## src/b64e_pkg.sv

```systemverilog
// shared types, constants and the character mapping of the base64 stream encoder
// no dependencies; used by every module of the block by scoped names
package b64e_pkg;

    // depth of the job queue between front and back
    localparam int unsigned FIFO_DEPTH = 2;

    localparam logic [7:0] PAD_CHAR    = 8'd61;
    localparam logic [7:0] C62_RESET   = 8'd43;
    localparam logic [7:0] C63_RESET   = 8'd47;

    // configuration register indexes
    localparam logic CFG_CHAR_62 = 1'b0;
    localparam logic CFG_CHAR_63 = 1'b1;

    // one output symbol: a six-bit value or a pad
    typedef struct packed {
        logic       pad;
        logic [5:0] val;
    } t_sym;

    // all symbols caused by one input byte
    typedef struct packed {
        t_sym [3:0] sym;
        logic [1:0] last_idx;
        logic       fin;
    } t_job;

    function automatic logic [7:0] sextet_to_char(
        input t_sym       s,
        input logic [7:0] c62,
        input logic [7:0] c63
    );
        logic [7:0] v;
        logic [7:0] ch;
        v = {2'b00, s.val};
        if (s.pad) begin
            ch = PAD_CHAR;
        end else if (v < 8'd26) begin
            ch = v + 8'd65;
        end else if (v < 8'd52) begin
            ch = v + 8'd71;
        end else if (v < 8'd62) begin
            ch = v - 8'd4;
        end else if (v == 8'd62) begin
            ch = c62;
        end else begin
            ch = c63;
        end
        return ch;
    endfunction

endpackage

```

## src/b64e_front.sv

```systemverilog
// front part: tracks the position in the 3-byte group and splits each byte into symbols
// depends on b64e_pkg
module b64e_front (
    input  logic            i_clk,
    input  logic            i_rst_n,
    input  logic            i_push,
    input  logic [7:0]      i_byte,
    input  logic            i_fin,
    output b64e_pkg::t_job  o_job
);

    typedef enum logic [1:0] {
        PH0 = 2'd0,
        PH1 = 2'd1,
        PH2 = 2'd2
    } t_phase;

    t_phase     r_phase, n_phase;
    logic [5:0] r_carry, n_carry;
    b64e_pkg::t_job job;

    always_comb begin
        job = '0;
        job.fin = i_fin;
        n_phase = PH1;
        n_carry = {i_byte[1:0], 4'b0000};
        case (r_phase)
            PH1: begin
                job.sym[0].val = r_carry | {2'b00, i_byte[7:4]};
                job.sym[1].val = {i_byte[3:0], 2'b00};
                job.sym[2].pad = 1'b1;
                job.last_idx   = i_fin ? 2'd2 : 2'd0;
                n_carry        = {i_byte[3:0], 2'b00};
                n_phase        = PH2;
            end
            PH2: begin
                job.sym[0].val = r_carry | {4'b0000, i_byte[7:6]};
                job.sym[1].val = i_byte[5:0];
                job.last_idx   = 2'd1;
                n_carry        = '0;
                n_phase        = PH0;
            end
            default: begin
                // group start, also the unused fourth phase code
                job.sym[0].val = i_byte[7:2];
                job.sym[1].val = {i_byte[1:0], 4'b0000};
                job.sym[2].pad = 1'b1;
                job.sym[3].pad = 1'b1;
                job.last_idx   = i_fin ? 2'd3 : 2'd0;
            end
        endcase
        if (i_fin) begin
            n_phase = PH0;
            n_carry = '0;
        end
    end

    assign o_job = job;

    always_ff @(posedge i_clk) begin
        if (!i_rst_n) begin
            r_phase <= PH0;
            r_carry <= '0;
        end else if (i_push) begin
            r_phase <= n_phase;
            r_carry <= n_carry;
        end
    end

endmodule

```

## src/b64e_fifo.sv

```systemverilog
// short job queue between front and back
// depends on b64e_pkg
module b64e_fifo (
    input  logic            i_clk,
    input  logic            i_rst_n,
    input  logic            i_push,
    input  b64e_pkg::t_job  i_data,
    output logic            o_full,
    input  logic            i_pop,
    output logic            o_valid,
    output b64e_pkg::t_job  o_data
);

    localparam int unsigned PTR_W = (b64e_pkg::FIFO_DEPTH > 1) ?
                                    $clog2(b64e_pkg::FIFO_DEPTH) : 1;
    localparam int unsigned CNT_W = $clog2(b64e_pkg::FIFO_DEPTH + 1);
    localparam logic [PTR_W-1:0] PTR_LAST = PTR_W'(b64e_pkg::FIFO_DEPTH - 1);
    localparam logic [CNT_W-1:0] CNT_FULL = CNT_W'(b64e_pkg::FIFO_DEPTH);

    b64e_pkg::t_job   r_mem [b64e_pkg::FIFO_DEPTH];
    logic [PTR_W-1:0] r_wptr, r_rptr;
    logic [CNT_W-1:0] r_count;
    logic             do_push, do_pop;

    assign o_full  = (r_count == CNT_FULL);
    assign o_valid = (r_count != '0);
    assign o_data  = r_mem[r_rptr];
    assign do_push = i_push && !o_full;
    assign do_pop  = i_pop && o_valid;

    always_ff @(posedge i_clk) begin
        if (!i_rst_n) begin
            r_wptr  <= '0;
            r_rptr  <= '0;
            r_count <= '0;
        end else begin
            if (do_push) begin
                r_wptr <= (r_wptr == PTR_LAST) ? '0 : r_wptr + 1'b1;
            end
            if (do_pop) begin
                r_rptr <= (r_rptr == PTR_LAST) ? '0 : r_rptr + 1'b1;
            end
            case ({do_push, do_pop})
                2'b10:   r_count <= r_count + 1'b1;
                2'b01:   r_count <= r_count - 1'b1;
                default: r_count <= r_count;
            endcase
        end
    end

    always_ff @(posedge i_clk) begin
        if (do_push) begin
            r_mem[r_wptr] <= i_data;
        end
    end

endmodule

```

## src/b64e_back.sv

```systemverilog
// back part: holds the configured codes and sends one character per cycle while jobs wait and the output is taken
// depends on b64e_pkg
module b64e_back (
    input  logic            i_clk,
    input  logic            i_rst_n,
    input  logic            i_cfg_valid,
    input  logic            i_cfg_index,
    input  logic [7:0]      i_cfg_data,
    input  logic            i_job_valid,
    input  b64e_pkg::t_job  i_job,
    output logic            o_job_pop,
    output logic            o_tvalid,
    input  logic            i_tready,
    output logic [7:0]      o_tdata,
    output logic            o_tlast
);

    logic [7:0]     r_c62, r_c63;
    b64e_pkg::t_job r_job;
    logic [1:0]     r_idx;
    logic           r_busy;
    logic           r_out_valid;
    logic [7:0]     r_out_char;
    logic           r_out_last;
    logic           emit, done, load, at_last;

    assign at_last   = (r_idx == r_job.last_idx);
    assign emit      = r_busy && (!r_out_valid || i_tready);
    assign done      = emit && at_last;
    assign load      = i_job_valid && (!r_busy || done);
    assign o_job_pop = load;

    always_ff @(posedge i_clk) begin
        if (!i_rst_n) begin
            r_c62       <= b64e_pkg::C62_RESET;
            r_c63       <= b64e_pkg::C63_RESET;
            r_busy      <= 1'b0;
            r_idx       <= '0;
            r_out_valid <= 1'b0;
        end else begin
            if (i_cfg_valid) begin
                case (i_cfg_index)
                    b64e_pkg::CFG_CHAR_62: r_c62 <= i_cfg_data;
                    b64e_pkg::CFG_CHAR_63: r_c63 <= i_cfg_data;
                    default: ;
                endcase
            end
            if (load) begin
                r_busy <= 1'b1;
                r_idx  <= '0;
            end else if (done) begin
                r_busy <= 1'b0;
            end else if (emit) begin
                r_idx <= r_idx + 1'b1;
            end
            if (emit) begin
                r_out_valid <= 1'b1;
            end else if (i_tready) begin
                r_out_valid <= 1'b0;
            end
        end
    end

    always_ff @(posedge i_clk) begin
        if (load) begin
            r_job <= i_job;
        end
        if (emit) begin
            r_out_char <= b64e_pkg::sextet_to_char(r_job.sym[r_idx], r_c62, r_c63);
            r_out_last <= r_job.fin && at_last;
        end
    end

    assign o_tvalid = r_out_valid;
    assign o_tdata  = r_out_char;
    assign o_tlast  = r_out_last;

endmodule

```

## src/base64_stream_encoder_core.sv

```systemverilog
// streaming base64 encoder, top level: front, job queue and back
// depends on b64e_pkg, b64e_front, b64e_fifo, b64e_back
//
// Takes a message one byte per transfer on s_axis, tlast on its final byte, and
// sends the Base64 text one character per transfer on m_axis, tlast on the final
// character. Characters leave as soon as their six bits are known: one for the
// first and second byte of a group, two for the third. A final byte in a short
// group adds the zero-filled character and '=' pads up to four characters. The
// codes for values 62 and 63 come from two registers (reset '+' and '/'), written
// through the cfg channel, index 0 and 1; the user must write them only while no
// message is in flight, which the block itself does not enforce.
// Rate: the back sends one character per cycle from its output register while
// m_axis is ready and jobs are queued. The front takes a byte in every cycle
// while the two-job queue has room; a lone byte passes the queue, the job
// register and the output register before its first character shows on m_axis.
module base64_stream_encoder_core (
    input  logic       i_clk,
    input  logic       i_rst_n,
    // input stream
    input  logic       s_axis_tvalid,
    output logic       s_axis_tready,
    input  logic [7:0] s_axis_tdata,   // [7:0] data_byte
    input  logic       s_axis_tlast,   // final_byte
    // output stream
    output logic       m_axis_tvalid,
    input  logic       m_axis_tready,
    output logic [7:0] m_axis_tdata,   // [7:0] out_char
    output logic       m_axis_tlast,   // last_char
    // configuration writes
    input  logic       i_cfg_valid,
    output logic       o_cfg_ready,
    input  logic       i_cfg_index,
    input  logic [7:0] i_cfg_data
);

    b64e_pkg::t_job front_job;
    b64e_pkg::t_job queue_job;
    logic           queue_full;
    logic           queue_valid;
    logic           queue_pop;
    logic           in_xfer;

    // input transfer goes straight into the queue
    assign s_axis_tready = !queue_full;
    assign in_xfer       = s_axis_tvalid && s_axis_tready;

    // registers take a write in any cycle
    assign o_cfg_ready = 1'b1;

    b64e_front u_front (
        .i_clk   (i_clk),
        .i_rst_n (i_rst_n),
        .i_push  (in_xfer),
        .i_byte  (s_axis_tdata),
        .i_fin   (s_axis_tlast),
        .o_job   (front_job)
    );

    b64e_fifo u_fifo (
        .i_clk   (i_clk),
        .i_rst_n (i_rst_n),
        .i_push  (in_xfer),
        .i_data  (front_job),
        .o_full  (queue_full),
        .i_pop   (queue_pop),
        .o_valid (queue_valid),
        .o_data  (queue_job)
    );

    b64e_back u_back (
        .i_clk       (i_clk),
        .i_rst_n     (i_rst_n),
        .i_cfg_valid (i_cfg_valid && o_cfg_ready),
        .i_cfg_index (i_cfg_index),
        .i_cfg_data  (i_cfg_data),
        .i_job_valid (queue_valid),
        .i_job       (queue_job),
        .o_job_pop   (queue_pop),
        .o_tvalid    (m_axis_tvalid),
        .i_tready    (m_axis_tready),
        .o_tdata     (m_axis_tdata),
        .o_tlast     (m_axis_tlast)
    );

endmodule

```

## config.mk

```make
export PLATFORM = sky130hd
export DESIGN_NAME = base64_stream_encoder_core
export DESIGN_NICKNAME = d
export VERILOG_FILES = /design/src/b64e_pkg.sv /design/src/b64e_front.sv /design/src/b64e_fifo.sv /design/src/b64e_back.sv /design/src/base64_stream_encoder_core.sv
export SDC_FILE = /design/constraint.sdc
export NUM_CORES = 1
export LEC_CHECK = 0
export ABC_CLOCK_PERIOD_IN_PS = 3400
export BUFFER_PORTS_ARGS = -buffer_cell sky130_fd_sc_hd__buf_2
export CAP_MARGIN = 5
export CORE_ASPECT_RATIO = 1.1
export CORE_MARGIN = 8
export CORE_UTILIZATION = 40
export CTS_BUF_LIST = sky130_fd_sc_hd__clkbuf_8
export DETAILED_ROUTE_END_ITERATION = 7
export PLACE_DENSITY = 0.63
export SETUP_SLACK_MARGIN = 0.02
export SYNTH_ARGS = -nofsm -noshare
export SYNTH_HDL_FRONTEND = slang
export SYNTH_SLANG_ARGS = --single-unit
```

## constraint.sdc

```tcl
create_clock -name i_clk -period 3.4 [get_ports i_clk]
set_input_delay 0.68 -clock i_clk [delete_from_list [all_inputs] [get_ports i_clk]]
set_output_delay 0.68 -clock i_clk [all_outputs]
set_load 0.02 [all_outputs]
```

==> reports/qor.tcl, run 1 <==
set qor(outcome) {complete, no violations}
set qor(start_util) 0.4031
set qor(cell_occurring_most_often_along_the_worst_timing_path) {nor2_1}
set qor(syn-instance-count) 355
set qor(grtUsageMet3) 0.03051
set qor(via_count) 2685
set qor(worst_slew_margin_rel) 0.4750
set qor(power_density_nw_per_um2) 816.2
set qor(place.gp.congestion) 0.8352
set qor(timing.final.setup_violations) 0
set qor(io-pin-count) 35
set qor(timing.final.hold_violations) 0
set qor(drc_errors) 0
set qor(holdCritPathClass) {reg -> reg}
set qor(port_buffers) 33
set qor(cts_num_sinks) 90
set qor(hold_depth) 2
set qor(cts.clk_slew.worst_paths_ns) 0.08
set qor(timing.setup.critical_path_class) {reg -> reg}
set qor(postCtsSetupRepairBufs) 0
set qor(worst_hold_path.endpoint) {u_back.r_c62[1]}
set qor(detail_route.wl_per_cell_um) 14.77
set qor(grtUsageMet2) 0.2037
set qor(worst_path_arrival_ns) 2.79
set qor(required_ns) 3.51
set qor(drt_first_iter_violations) 114
set qor(met1_usage) 0.1285
set qor(final_layout_size_suffix_gt1_frac) 0.2026
set qor(yosysTopAreaCell) {edfxtp_1}
set qor(ff2ff_setup_slack_ns) 0.71
set qor(ys_ff_latch) 90
set qor(synth_sequential_area_ratio) 0.5843
set qor(synth_top_flop_cell) {edfxtp_1}
set qor(worstHoldStart) {u_back.r_c62[1]}
set qor(ys.warnings.count) 0
set qor(cts_max_path_buffers) 2
set qor(finalWorstPathRequiredPeriod_ns) 2.686
set qor(tritoncts) {done}
set qor(core_area_um2) 10200
set qor(synthMostInstantiatedCell) {edfxtp_1}
set qor(worst-r2r-cell-count) 8
set qor(cpPeakStageDelay_ns) 0.65
set qor(die_footprint_um2) 13780
set qor(grt_pass1_vias) 2624
set qor(n_antenna_cell) 0
set qor(worst_setup_path_end_kind) {flip-flop}
set qor(wire_length_of_the_first_global_routing_pass_mm) 12.58
set qor(worst-slew-pin-transition_ns) 0.7864
set qor(ctsResizeCount) 0
set qor(maxCapViolations) 0
set qor(crit_path_max_fanout) 8
set qor(final_util) 0.4499
set qor(synth_top_cells_by_count) {edfxtp_1 (60), nand2_1 (46), dfxtp_1 (30)}
set qor(fin_tns_setup_ns) 0
set qor(critPathSlowestCell) {or4_1}
set qor(firstDrtPassIters) 4
set qor(globalRouteTotalUtil) 0.1164
set qor(post_cts_hold_fix_bufs) 0
set qor(yosys.cell_types.count) 56
set qor(asyncSetResetFlopFracSynth) 0
set qor(synth_nets) 385
set qor(top_usage_layer) {met2}
set qor(synth_enable_flop_cells) 60
set qor(worst_r2r_src) {u_back.r_idx[0]}
set qor(netlist_top_cells_area) {edfxtp_1 (44%), dfxtp_1 (15%), mux2_2 (4.9%)}
set qor(synth_top_cell_area_share) 0.4382
set qor(grt_setup_unrepaired) {no}
set qor(cp_cell_sequence) {mux2i_1 > nor2_1 > inv_1 > ha_1 > or4_1 > nor2_1 > a211oi_1 > o32a_1}
set qor(fp.dieW_um) 112.7
set qor(max-vdd-ir-drop_uv) 303.0
set qor(wirelength_mm) 7.577
set qor(number_of_antenna_violations_at_the_first_check_in_global_routing) 0
set qor(crit_buf_inv) 1
set qor(ctsRootBufferMaster) {clkbuf_8}
set qor(worstSkewPairLatency_ns) 0.36
set qor(area_growth_syn_to_layout_pct) 11.59
set qor(layout_worst_path_cycle_share) 0.7901
set qor(max_freq_ghz) 0.3723
set qor(number_of_buffers_added_by_the_clock_tree_synthesis_step) 9
set qor(design.final.nets) 415
set qor(grt-ovfl-total) 0
set qor(rows) 39
set qor(post_synth_instance_area_um2) 4111
set qor(avgViaCountPerCell) 5.234
set qor(power.static_leakage_nw) 1.669
set qor(routed_antenna_nets) 0
set qor(crit_family) {simple AND/OR/NAND/NOR gates}
set qor(ctsHtreeMaxLevel) 3
set qor(fin_skew_ns) 0.008339
set qor(finalMaxSlewViolations) 0
set qor(dp.final_hpwl_mm) 5.583
set qor(maximum_number_of_pins_on_one_net_before_global_route_repair) 31
set qor(worstReg2RegEnd) {u_back.o_tdata[4]}
set qor(synth.avg_cell_area_um2) 11.58
set qor(startpoint_type) {flip-flop}
set qor(die_span_in_y_um) 122.3
worst max-delay path by stage:
stage                     from                end  slack, ns  depth (start not counted)
2_1_floorplan    m_axis_tready  u_fifo.r_count[1]       0.88                          7
3_3_place_gp   u_back.r_idx[0]  u_back.o_tdata[4]       0.82                          8
3_5_place_dp   u_back.r_idx[0]  u_back.o_tdata[4]       0.75                          8
4_1_cts        u_back.r_idx[0]  u_back.o_tdata[4]       0.73                          8
5_1_grt        u_back.r_idx[0]  u_back.o_tdata[4]       0.51                          8
6_report       u_back.r_idx[0]  u_back.o_tdata[4]       0.71                          8
cell usage in the layout, fill, tap and decap left out, types with 2 or more instances in the layout:
cell type	synthesis	final
a21boi_0	10	10
nor2b_1	10	10
nand3_1	12	12
and3_1	3	3
nand2_1	46	46
inv_1	10	10
a21o_1	4	4
xnor2_1	9	9
or2_1	2	2
o211ai_1	2	2
o21ai_0	10	10
nand2b_1	3	3
o31ai_1	3	3
dfxtp_1	30	30
o21a_1	2	2
mux2_2	18	18
nor2_1	15	15
a21oi_1	12	12
nor2_2	2	2
buf_2	2	33
a22oi_1	8	8
nand3b_1	3	3
bufinv_16	0	2
mux2i_1	12	12
and2_1	6	6
ha_1	7	7
a211oi_1	3	3
edfxtp_1	60	60
nor3b_1	4	4
clkbuf_8	0	9
nor3_1	5	5
a22o_1	2	2
clkinv_1	0	2
buf_4	2	5
through the flow:
step / hold slack, ns / setup slack, ns / area, um2 / cells / total power, mW
2_1_floorplan: 0.4322 / 0.8848 / 4111 / 355 / 2.687
3_3_place_gp: 0.4626 / 0.8179 / 4372 / 497 / 2.978
3_5_place_dp: 0.4656 / 0.7467 / 4372 / 497 / 2.994
4_1_cts: 0.4793 / 0.7281 / 4588 / 513 / 3.785
5_1_grt: 0.5043 / 0.5071 / 4588 / 513 / 4.007
6_report: 0.4739 / 0.7138 / 4588 / 513 / 3.745
cells by family after synthesis:
| logic type | share of synthesized area |
|---|---|
| flip-flops | 0.5843 |
| XOR/XNOR | 0.02130 |
| AND/OR/NAND/NOR | 0.1397 |
| other | 0.0009121 |
| adder cells (fa/ha/maj) | 0.02130 |
| multiplexers | 0.08186 |
| AO/OA/AOI/OAI | 0.1166 |
| buffers and inverters | 0.03409 |
cell type report:
class	instances	area, um2
Sequential cell	90	2402
Timing Repair Buffer	38	202.7
Inverter	11	43.79
Tap cell	123	153.9
Clock buffer	9	123.9
Multi-Input combinational cell	235	1569
Fill cell	927	5610
Clock inverter	7	92.59
worst min-delay path, cell delays in order, from the launching register on:
cell	delay (ns)
dfxtp_1	0.32
nand2_1	0.05
nand3_1	0.06
where the power goes:
group | total (mW) | switching [mW] | internal (mW)
combinational | 1.32 | 0.758 | 0.560
sequential | 1.64 | 0.133 | 1.51
clock | 0.784 | 0.372 | 0.413
total | 3.74 | 1.26 | 2.48
layer usage:
metal  vias to the layer above  wire [um]
li1                       1341          -
met1                      1283       3327
met2                        49       3833
met3                        12        269
met4                         0        146
met5                         -          0
registers in the layout, indices dropped and copies added, names as in the netlist:
signal	count
u_front.r_carry	4
u_back.r_job	17
u_fifo.r_mem	34
u_back.r_busy	1
u_front.r_phase	2
u_fifo.r_rptr	1
u_back.o_tlast	1
u_back.o_tvalid	1
u_back.r_idx	2
u_back.o_tdata	8
u_back.r_c63	8
u_fifo.r_count	2
u_fifo.r_wptr	1
u_back.r_c62	8
(Power assumes the default switching activity.)
==> run 2: changes to the inputs <==
- ABC_CLOCK_PERIOD_IN_PS: 3400 -> 2770
- clock period: 3.4 -> 2.77 ns (I/O delays scaled with it)
==> reports/qor.tcl, run 2 (synthesized netlist as in run 1, its figures left out) <==
set qor(finalWorstPathRequiredPeriod_ns) 2.413 ;# was 2.686 ns
set qor(start_util) 0.4031 ;# unchanged
set qor(globalRouteTotalUtil) 0.1189 ;# was 0.1164
set qor(fp.dieW_um) 112.7 ;# unchanged
set qor(die_footprint_um2) 13780 ;# unchanged
set qor(ctsHtreeMaxLevel) 3 ;# unchanged
set qor(core_area_um2) 10200 ;# unchanged
set qor(avgViaCountPerCell) 5.145 ;# was 5.234
set qor(grt-ovfl-total) 0 ;# unchanged
set qor(postCtsSetupRepairBufs) 0 ;# unchanged
set qor(drt_first_iter_violations) 93 ;# was 114
set qor(holdCritPathClass) {in -> reg} ;# was reg -> reg
set qor(place.gp.congestion) 0.8801 ;# was 0.8352
set qor(required_ns) 2.88 ;# was 3.51 ns
set qor(placed_cell_area_um2) 4394 ;# was 4372 um2
set qor(via_count) 2655 ;# was 2685
set qor(timing.final.hold_violations) 0 ;# unchanged
set qor(finalMaxSlewViolations) 0 ;# unchanged
set qor(max_freq_ghz) 0.4145 ;# was 0.3723 GHz
set qor(preCtsSetupSlack_ns) 0.3763 ;# was 0.7467 ns
set qor(cts_num_sinks) 90 ;# unchanged
set qor(fin_tns_setup_ns) 0 ;# unchanged
set qor(worst_slew_margin_rel) 0.4825 ;# was 0.4750
set qor(finish.cell_count_without_fillers) 516 ;# was 513
set qor(crit_path_max_fanout) 10 ;# was 8
set qor(cts.clk_slew.worst_paths_ns) 0.08 ;# about the same
set qor(final_area_um2) 4606 ;# was 4588 um2
set qor(largest_register) {u_fifo.r_mem} ;# unchanged
set qor(rows) 39 ;# unchanged
set qor(port_buffers) 33 ;# unchanged
set qor(maximum_number_of_pins_on_one_net_before_global_route_repair) 31 ;# unchanged
set qor(final.setup.worst_slack_ns) 0.3573 ;# was 0.7138 ns
set qor(worst-slew-pin-transition_ns) 0.7752 ;# was 0.7864 ns
set qor(dp.final_hpwl_mm) 5.644 ;# was 5.583 mm
set qor(timing.final.setup_violations) 0 ;# unchanged
set qor(drc_errors) 0 ;# unchanged
set qor(die_span_in_y_um) 122.3 ;# unchanged
set qor(area.sequential_um2) 2402 ;# unchanged
set qor(cts_max_path_buffers) 2 ;# unchanged
set qor(detail_route.wl_per_cell_um) 14.99 ;# was 14.77 um
set qor(n_antenna_cell) 0 ;# unchanged
set qor(biggestRegsByFlops) {u_fifo.r_mem (34), u_back.r_job (17)} ;# unchanged
set qor(grt_setup_unrepaired) {no} ;# unchanged
set qor(tritoncts) {done} ;# unchanged
set qor(report.power.total_mw) 4.614 ;# was 3.745 mW
set qor(post-place-cells) 500 ;# was 497
set qor(flip_flop_count_of_the_largest_register_after_layout) 34 ;# unchanged
set qor(fillerInstances) 933 ;# was 927
set qor(ctsRootBufferMaster) {clkbuf_8} ;# unchanged
set qor(timing.setup.critical_path_class) {reg -> reg} ;# unchanged
set qor(design.final.nets) 418 ;# was 415
set qor(worstSkewPairLatency_ns) 0.35 ;# was 0.36 ns
set qor(multi_input_comb_area_um2) 1569 ;# unchanged
set qor(most-common-layout-cells) {edfxtp_1 (60), nand2_1 (46), buf_2 (33), dfxtp_1 (30), mux2_2 (18)} ;# unchanged
set qor(wirelength_mm) 7.734 ;# was 7.577 mm
set qor(power.static_leakage_nw) 1.687 ;# was 1.669 nW
set qor(grt_pass1_vias) 2689 ;# was 2624
set qor(outcome) {complete, no violations} ;# unchanged
set qor(layout_worst_path_cycle_share) 0.8710 ;# was 0.7901
set qor(max-vdd-ir-drop_uv) 372.2 ;# was 303.0 uV
set qor(io-pin-count) 35 ;# unchanged
set qor(final_layout_size_suffix_gt1_frac) 0.2087 ;# was 0.2026
set qor(worst_setup_path_end_kind) {flip-flop} ;# unchanged
set qor(fin_skew_ns) 0.009396 ;# was 0.008339 ns
set qor(power_density_nw_per_um2) 1002 ;# was 816.2 nW/um2
set qor(maxCapViolations) 0 ;# unchanged
set qor(startpoint_type) {flip-flop} ;# unchanged
set qor(wire_length_of_the_first_global_routing_pass_mm) 12.87 ;# was 12.58 mm
set qor(final_common_cell) {edfxtp_1} ;# unchanged
set qor(number_of_buffers_added_by_the_clock_tree_synthesis_step) 9 ;# unchanged
set qor(worst_path_arrival_ns) 2.53 ;# was 2.79 ns
set qor(post_cts_hold_fix_bufs) 0 ;# unchanged
set qor(ctsResizeCount) 0 ;# unchanged
set qor(number_of_antenna_violations_at_the_first_check_in_global_routing) 0 ;# unchanged
set qor(area_growth_syn_to_layout_pct) 12.02 ;# was 11.59%
set qor(firstDrtPassIters) 5 ;# was 4
set qor(routed_antenna_nets) 0 ;# unchanged
-- run 2: path summary, 6_finish.rpt --
check | from | endpoint | slack [ns] | depth (start not counted)
worst min-delay path | i_cfg_data[0] | u_back.r_c63[0] | 0.42 | 3
worst min register to register | u_back.r_c62[4] | u_back.r_c62[4] | 0.47 | 2
worst max register to register | u_back.r_idx[0] | u_back.o_tdata[4] | 0.36 | 8
worst max-delay path | u_back.r_idx[0] | u_back.o_tdata[4] | 0.36 | 8
-- run 2: final cells by class --
type | instances | area share
Sequential cell | 90 | 0.5216
Multi-Input combinational cell | 235 | 0.3407
Timing Repair Buffer | 41 | 0.04890
Tap cell | 123 | 0.03341
Clock buffer | 9 | 0.02689
Clock inverter | 7 | 0.01902
Inverter | 11 | 0.009508
-- run 2: through the flow --
stage | util | hold slack (ns)
2_1_floorplan | - | 0.4322
3_3_place_gp | 0.4309 | 0.4523
3_5_place_dp | 0.4309 | 0.4570
4_1_cts | 0.4516 | 0.4000
5_1_grt | 0.4516 | 0.4122
6_report | 0.4516 | 0.4237
-- run 2: where the power goes --
group | switching (mW) | internal, mW | leakage [nW]
clock | 0.446 | 0.500 | 0.108
sequential | 0.150 | 1.85 | 0.803
combinational | 0.955 | 0.709 | 0.776
-- run 2: critical path, stage by stage (launching register included) --
cell and delay, ns:
dfxtp_1 0.42, buf_4 0.20, mux2i_1 0.29, or2_1 0.41, ha_1 0.31, nand2_1 0.10
a21oi_1 0.19, a211oi_1 0.07, o32a_1 0.18
-- run 2: layer usage --
metal / track usage / routed length, um
met5: 0 / 0
met4: 0.06245 / 161
met3: 0.03150 / 271
met2: 0.2085 / 3910
met1: 0.1307 / 3390
==> run 3: changes to the inputs <==
- ABC_CLOCK_PERIOD_IN_PS: 2770 -> 2190
- PLACE_DENSITY: 0.63 -> 0.65
- RECOVER_POWER: not set -> 100
- clock period: 2.77 -> 2.19 ns (I/O delays scaled with it)
==> reports/qor.tcl, run 3 (synthesized netlist as in run 1, its figures left out) <==
set qor(crit_path_max_fanout) 6 ;# was 10
set qor(ctsHtreeMaxLevel) 3 ;# unchanged
set qor(wire_length_of_the_first_global_routing_pass_mm) 13.23 ;# was 12.87 mm
set qor(number_of_buffers_added_by_the_clock_tree_synthesis_step) 9 ;# unchanged
set qor(max_freq_ghz) 0.4794 ;# was 0.4145 GHz
set qor(drt_first_iter_violations) 156 ;# was 93
set qor(startpoint_type) {flip-flop} ;# unchanged
set qor(worst_path_arrival_ns) 2.19 ;# was 2.53 ns
set qor(cts_max_path_buffers) 2 ;# unchanged
set qor(worst_setup_path_end_kind) {flip-flop} ;# unchanged
set qor(worst_r2r_src) {u_back.r_idx[0]} ;# unchanged
set qor(grt-ovfl-total) 0 ;# unchanged
set qor(design.final.nets) 439 ;# was 418
set qor(grt_setup_unrepaired) {yes} ;# was no
set qor(swShare) 0.3369 ;# was 0.3362
set qor(worstSkewPairLatency_ns) 0.35 ;# about the same
set qor(timing.setup.critical_path_class) {reg -> reg} ;# unchanged
set qor(area_growth_syn_to_layout_pct) 16.16 ;# was 12.02%
set qor(cts.clk_slew.worst_paths_ns) 0.09 ;# was 0.08 ns
set qor(outcome) {complete, no violations} ;# unchanged
set qor(ctsRootBufferMaster) {clkbuf_8} ;# unchanged
set qor(rows) 39 ;# unchanged
set qor(biggestRegsByFlops) {u_fifo.r_mem (34), u_back.r_job (17)} ;# unchanged
set qor(post-place-cells) 521 ;# was 500
set qor(worst-slew-pin-transition_ns) 1.229 ;# was 0.7752 ns
set qor(core_area_um2) 10200 ;# unchanged
set qor(preCtsSetupSlack_ns) -0.06059 ;# was 0.3763 ns
set qor(power_density_nw_per_um2) 1300 ;# was 1002 nW/um2
set qor(place.gp.congestion) 0.9188 ;# was 0.8801
set qor(grt_pass1_vias) 2773 ;# was 2689
set qor(timing.final.hold_violations) 0 ;# unchanged
set qor(timing.final.setup_violations) 0 ;# unchanged
set qor(worstSetupStartpoint) {u_back.r_idx[0]} ;# unchanged
set qor(via_count) 2740 ;# was 2655
set qor(finalMaxSlewViolations) 0 ;# unchanged
set qor(fp.dieW_um) 112.7 ;# unchanged
set qor(tritoncts) {done} ;# unchanged
set qor(cts_num_sinks) 90 ;# unchanged
set qor(multi_input_comb_area_um2) 1598 ;# was 1569 um2
set qor(routed_antenna_nets) 0 ;# unchanged
set qor(globalRouteTotalUtil) 0.1193 ;# was 0.1189
set qor(n_antenna_cell) 0 ;# unchanged
set qor(power.clock.fraction) 0.202 ;# was 0.205
set qor(post_cts_hold_fix_bufs) 0 ;# unchanged
set qor(firstDrtPassIters) 5 ;# unchanged
set qor(detail_route.wl_per_cell_um) 14.63 ;# was 14.99 um
set qor(maximum_number_of_pins_on_one_net_before_global_route_repair) 31 ;# unchanged
set qor(largest_register) {u_fifo.r_mem} ;# unchanged
set qor(ff2ff_setup_slack_ns) 0.10 ;# was 0.36 ns
set qor(die_footprint_um2) 13780 ;# unchanged
set qor(number_of_antenna_violations_at_the_first_check_in_global_routing) 0 ;# unchanged
set qor(port_buffers) 33 ;# unchanged
set qor(report.power.total_mw) 6.207 ;# was 4.614 mW
set qor(required_ns) 2.30 ;# was 2.88 ns
set qor(max-vdd-ir-drop_uv) 459.5 ;# was 372.2 uV
set qor(layout_worst_path_cycle_share) 0.9526 ;# was 0.8710
set qor(power.share.combinational) 0.396 ;# was 0.361
set qor(maxCapViolations) 0 ;# unchanged
set qor(netSwitchingPower_mw) 2.091 ;# was 1.551 mW
set qor(cell_internal_pwr_mw) 4.115 ;# was 3.063 mW
set qor(drc_errors) 0 ;# unchanged
set qor(fin_skew_ns) 0.01066 ;# was 0.009396 ns
set qor(final_layout_size_suffix_gt1_frac) 0.2222 ;# was 0.2087
set qor(most-common-layout-cells) {edfxtp_1 (60), nand2_1 (46), dfxtp_1 (29), buf_2 (20), buf_4 (20)} ;# was edfxtp_1 (60), nand2_1 (46), buf_2 (33), dfxtp_1 (30), mux2_2 (18)
set qor(fin_tns_setup_ns) 0 ;# unchanged
set qor(postCtsSetupRepairBufs) 0 ;# unchanged
set qor(die_span_in_y_um) 122.3 ;# unchanged
set qor(wirelength_mm) 7.854 ;# was 7.734 mm
set qor(worst_slew_margin_rel) 0.1805 ;# was 0.4825
set qor(fillerInstances) 932 ;# was 933
set qor(finalWorstPathRequiredPeriod_ns) 2.086 ;# was 2.413 ns
set qor(final_common_cell) {edfxtp_1} ;# unchanged
set qor(final.setup.worst_slack_ns) 0.1039 ;# was 0.3573 ns
set qor(dp.final_hpwl_mm) 5.729 ;# was 5.644 mm
set qor(worstHoldStart) {i_cfg_data[5]} ;# was i_cfg_data[0]
set qor(holdCritPathClass) {in -> reg} ;# unchanged
set qor(area.sequential_um2) 2404 ;# was 2402 um2
set qor(start_util) 0.4031 ;# unchanged
set qor(io-pin-count) 35 ;# unchanged
set qor(p_seq_frac) 0.402 ;# was 0.434
set qor(finish.cell_count_without_fillers) 537 ;# was 516
set qor(avgViaCountPerCell) 5.102 ;# was 5.145
set qor(power.static_leakage_nw) 1.742 ;# was 1.687 nW
set qor(flip_flop_count_of_the_largest_register_after_layout) 34 ;# unchanged
[run 3: changes by cell type in the layout (fill, tap and decap cells not counted), sizes merged]
cell      previous run  this run
clkbuf               9        30
clkinv               1         0
clkinvlp             2         1
inv                 13        15
[run 3: routing by layer]
metal | track usage | vias up | wire length, um
li1 | - | 1384 | -
met1 | 0.1334 | 1288 | 3484
met2 | 0.2112 | 54 | 3840
met3 | 0.03248 | 14 | 349
met4 | 0.05063 | 0 | 180
met5 | 0 | - | 0
[run 3: through the flow]
| stage | utilization | hold WS, ns | instance area [um2] |
|---|---|---|---|
| 2_1_floorplan | - | 0.4322 | 4143 |
| 3_3_place_gp | 0.4496 | 0.4516 | 4586 |
| 3_5_place_dp | 0.4496 | 0.4610 | 4586 |
| 4_1_cts | 0.4720 | 0.2891 | 4813 |
| 5_1_grt | 0.4683 | 0.3043 | 4776 |
| 6_report | 0.4683 | 0.3083 | 4776 |
[run 3: area by class of cell]
type	count	area share
clock buffer	9	0.02594
inverter	11	0.009170
timing repair buffer	62	0.07388
sequential	90	0.5033
multi-input combinational	235	0.3346
clock inverter	7	0.02096
tap	123	0.03222
[run 3: what timing repair did]
item / 4_1_cts / 5_1_grt
setup endpoints to repair: 4 / 6
resized for setup: 1 / 2
gates cloned: 0 / 0
pin swaps: 0 / 1
[run 3: worst max-delay path, cell delays in order (launching register included)]
cell	delay (ns)
dfxtp_2	0.35
mux2i_1	0.13
nor2_1	0.13
inv_1	0.08
ha_2	0.18
or4_4	0.59
nor2_4	0.12
a211oi_2	0.07
o32a_1	0.18
[run 3: worst paths after layout]
kind,endpoint,cells after the start
setup / recovery,u_back.o_tdata[4],8
hold / removal,u_back.r_c62[5],3
setup reg to reg,u_back.o_tdata[4],8
hold reg to reg,u_back.r_c63[4],2
[run 3: power groups by stage]
stage	Clock, mW	Sequential (mW)	Combinational, mW
final	1.25	2.50	2.46
after global routing	1.36	2.54	2.70
after CTS	1.29	2.49	2.53
after detailed placement	0	2.53	2.50
after global placement	0	2.52	2.48
after floorplan	0	2.60	1.63
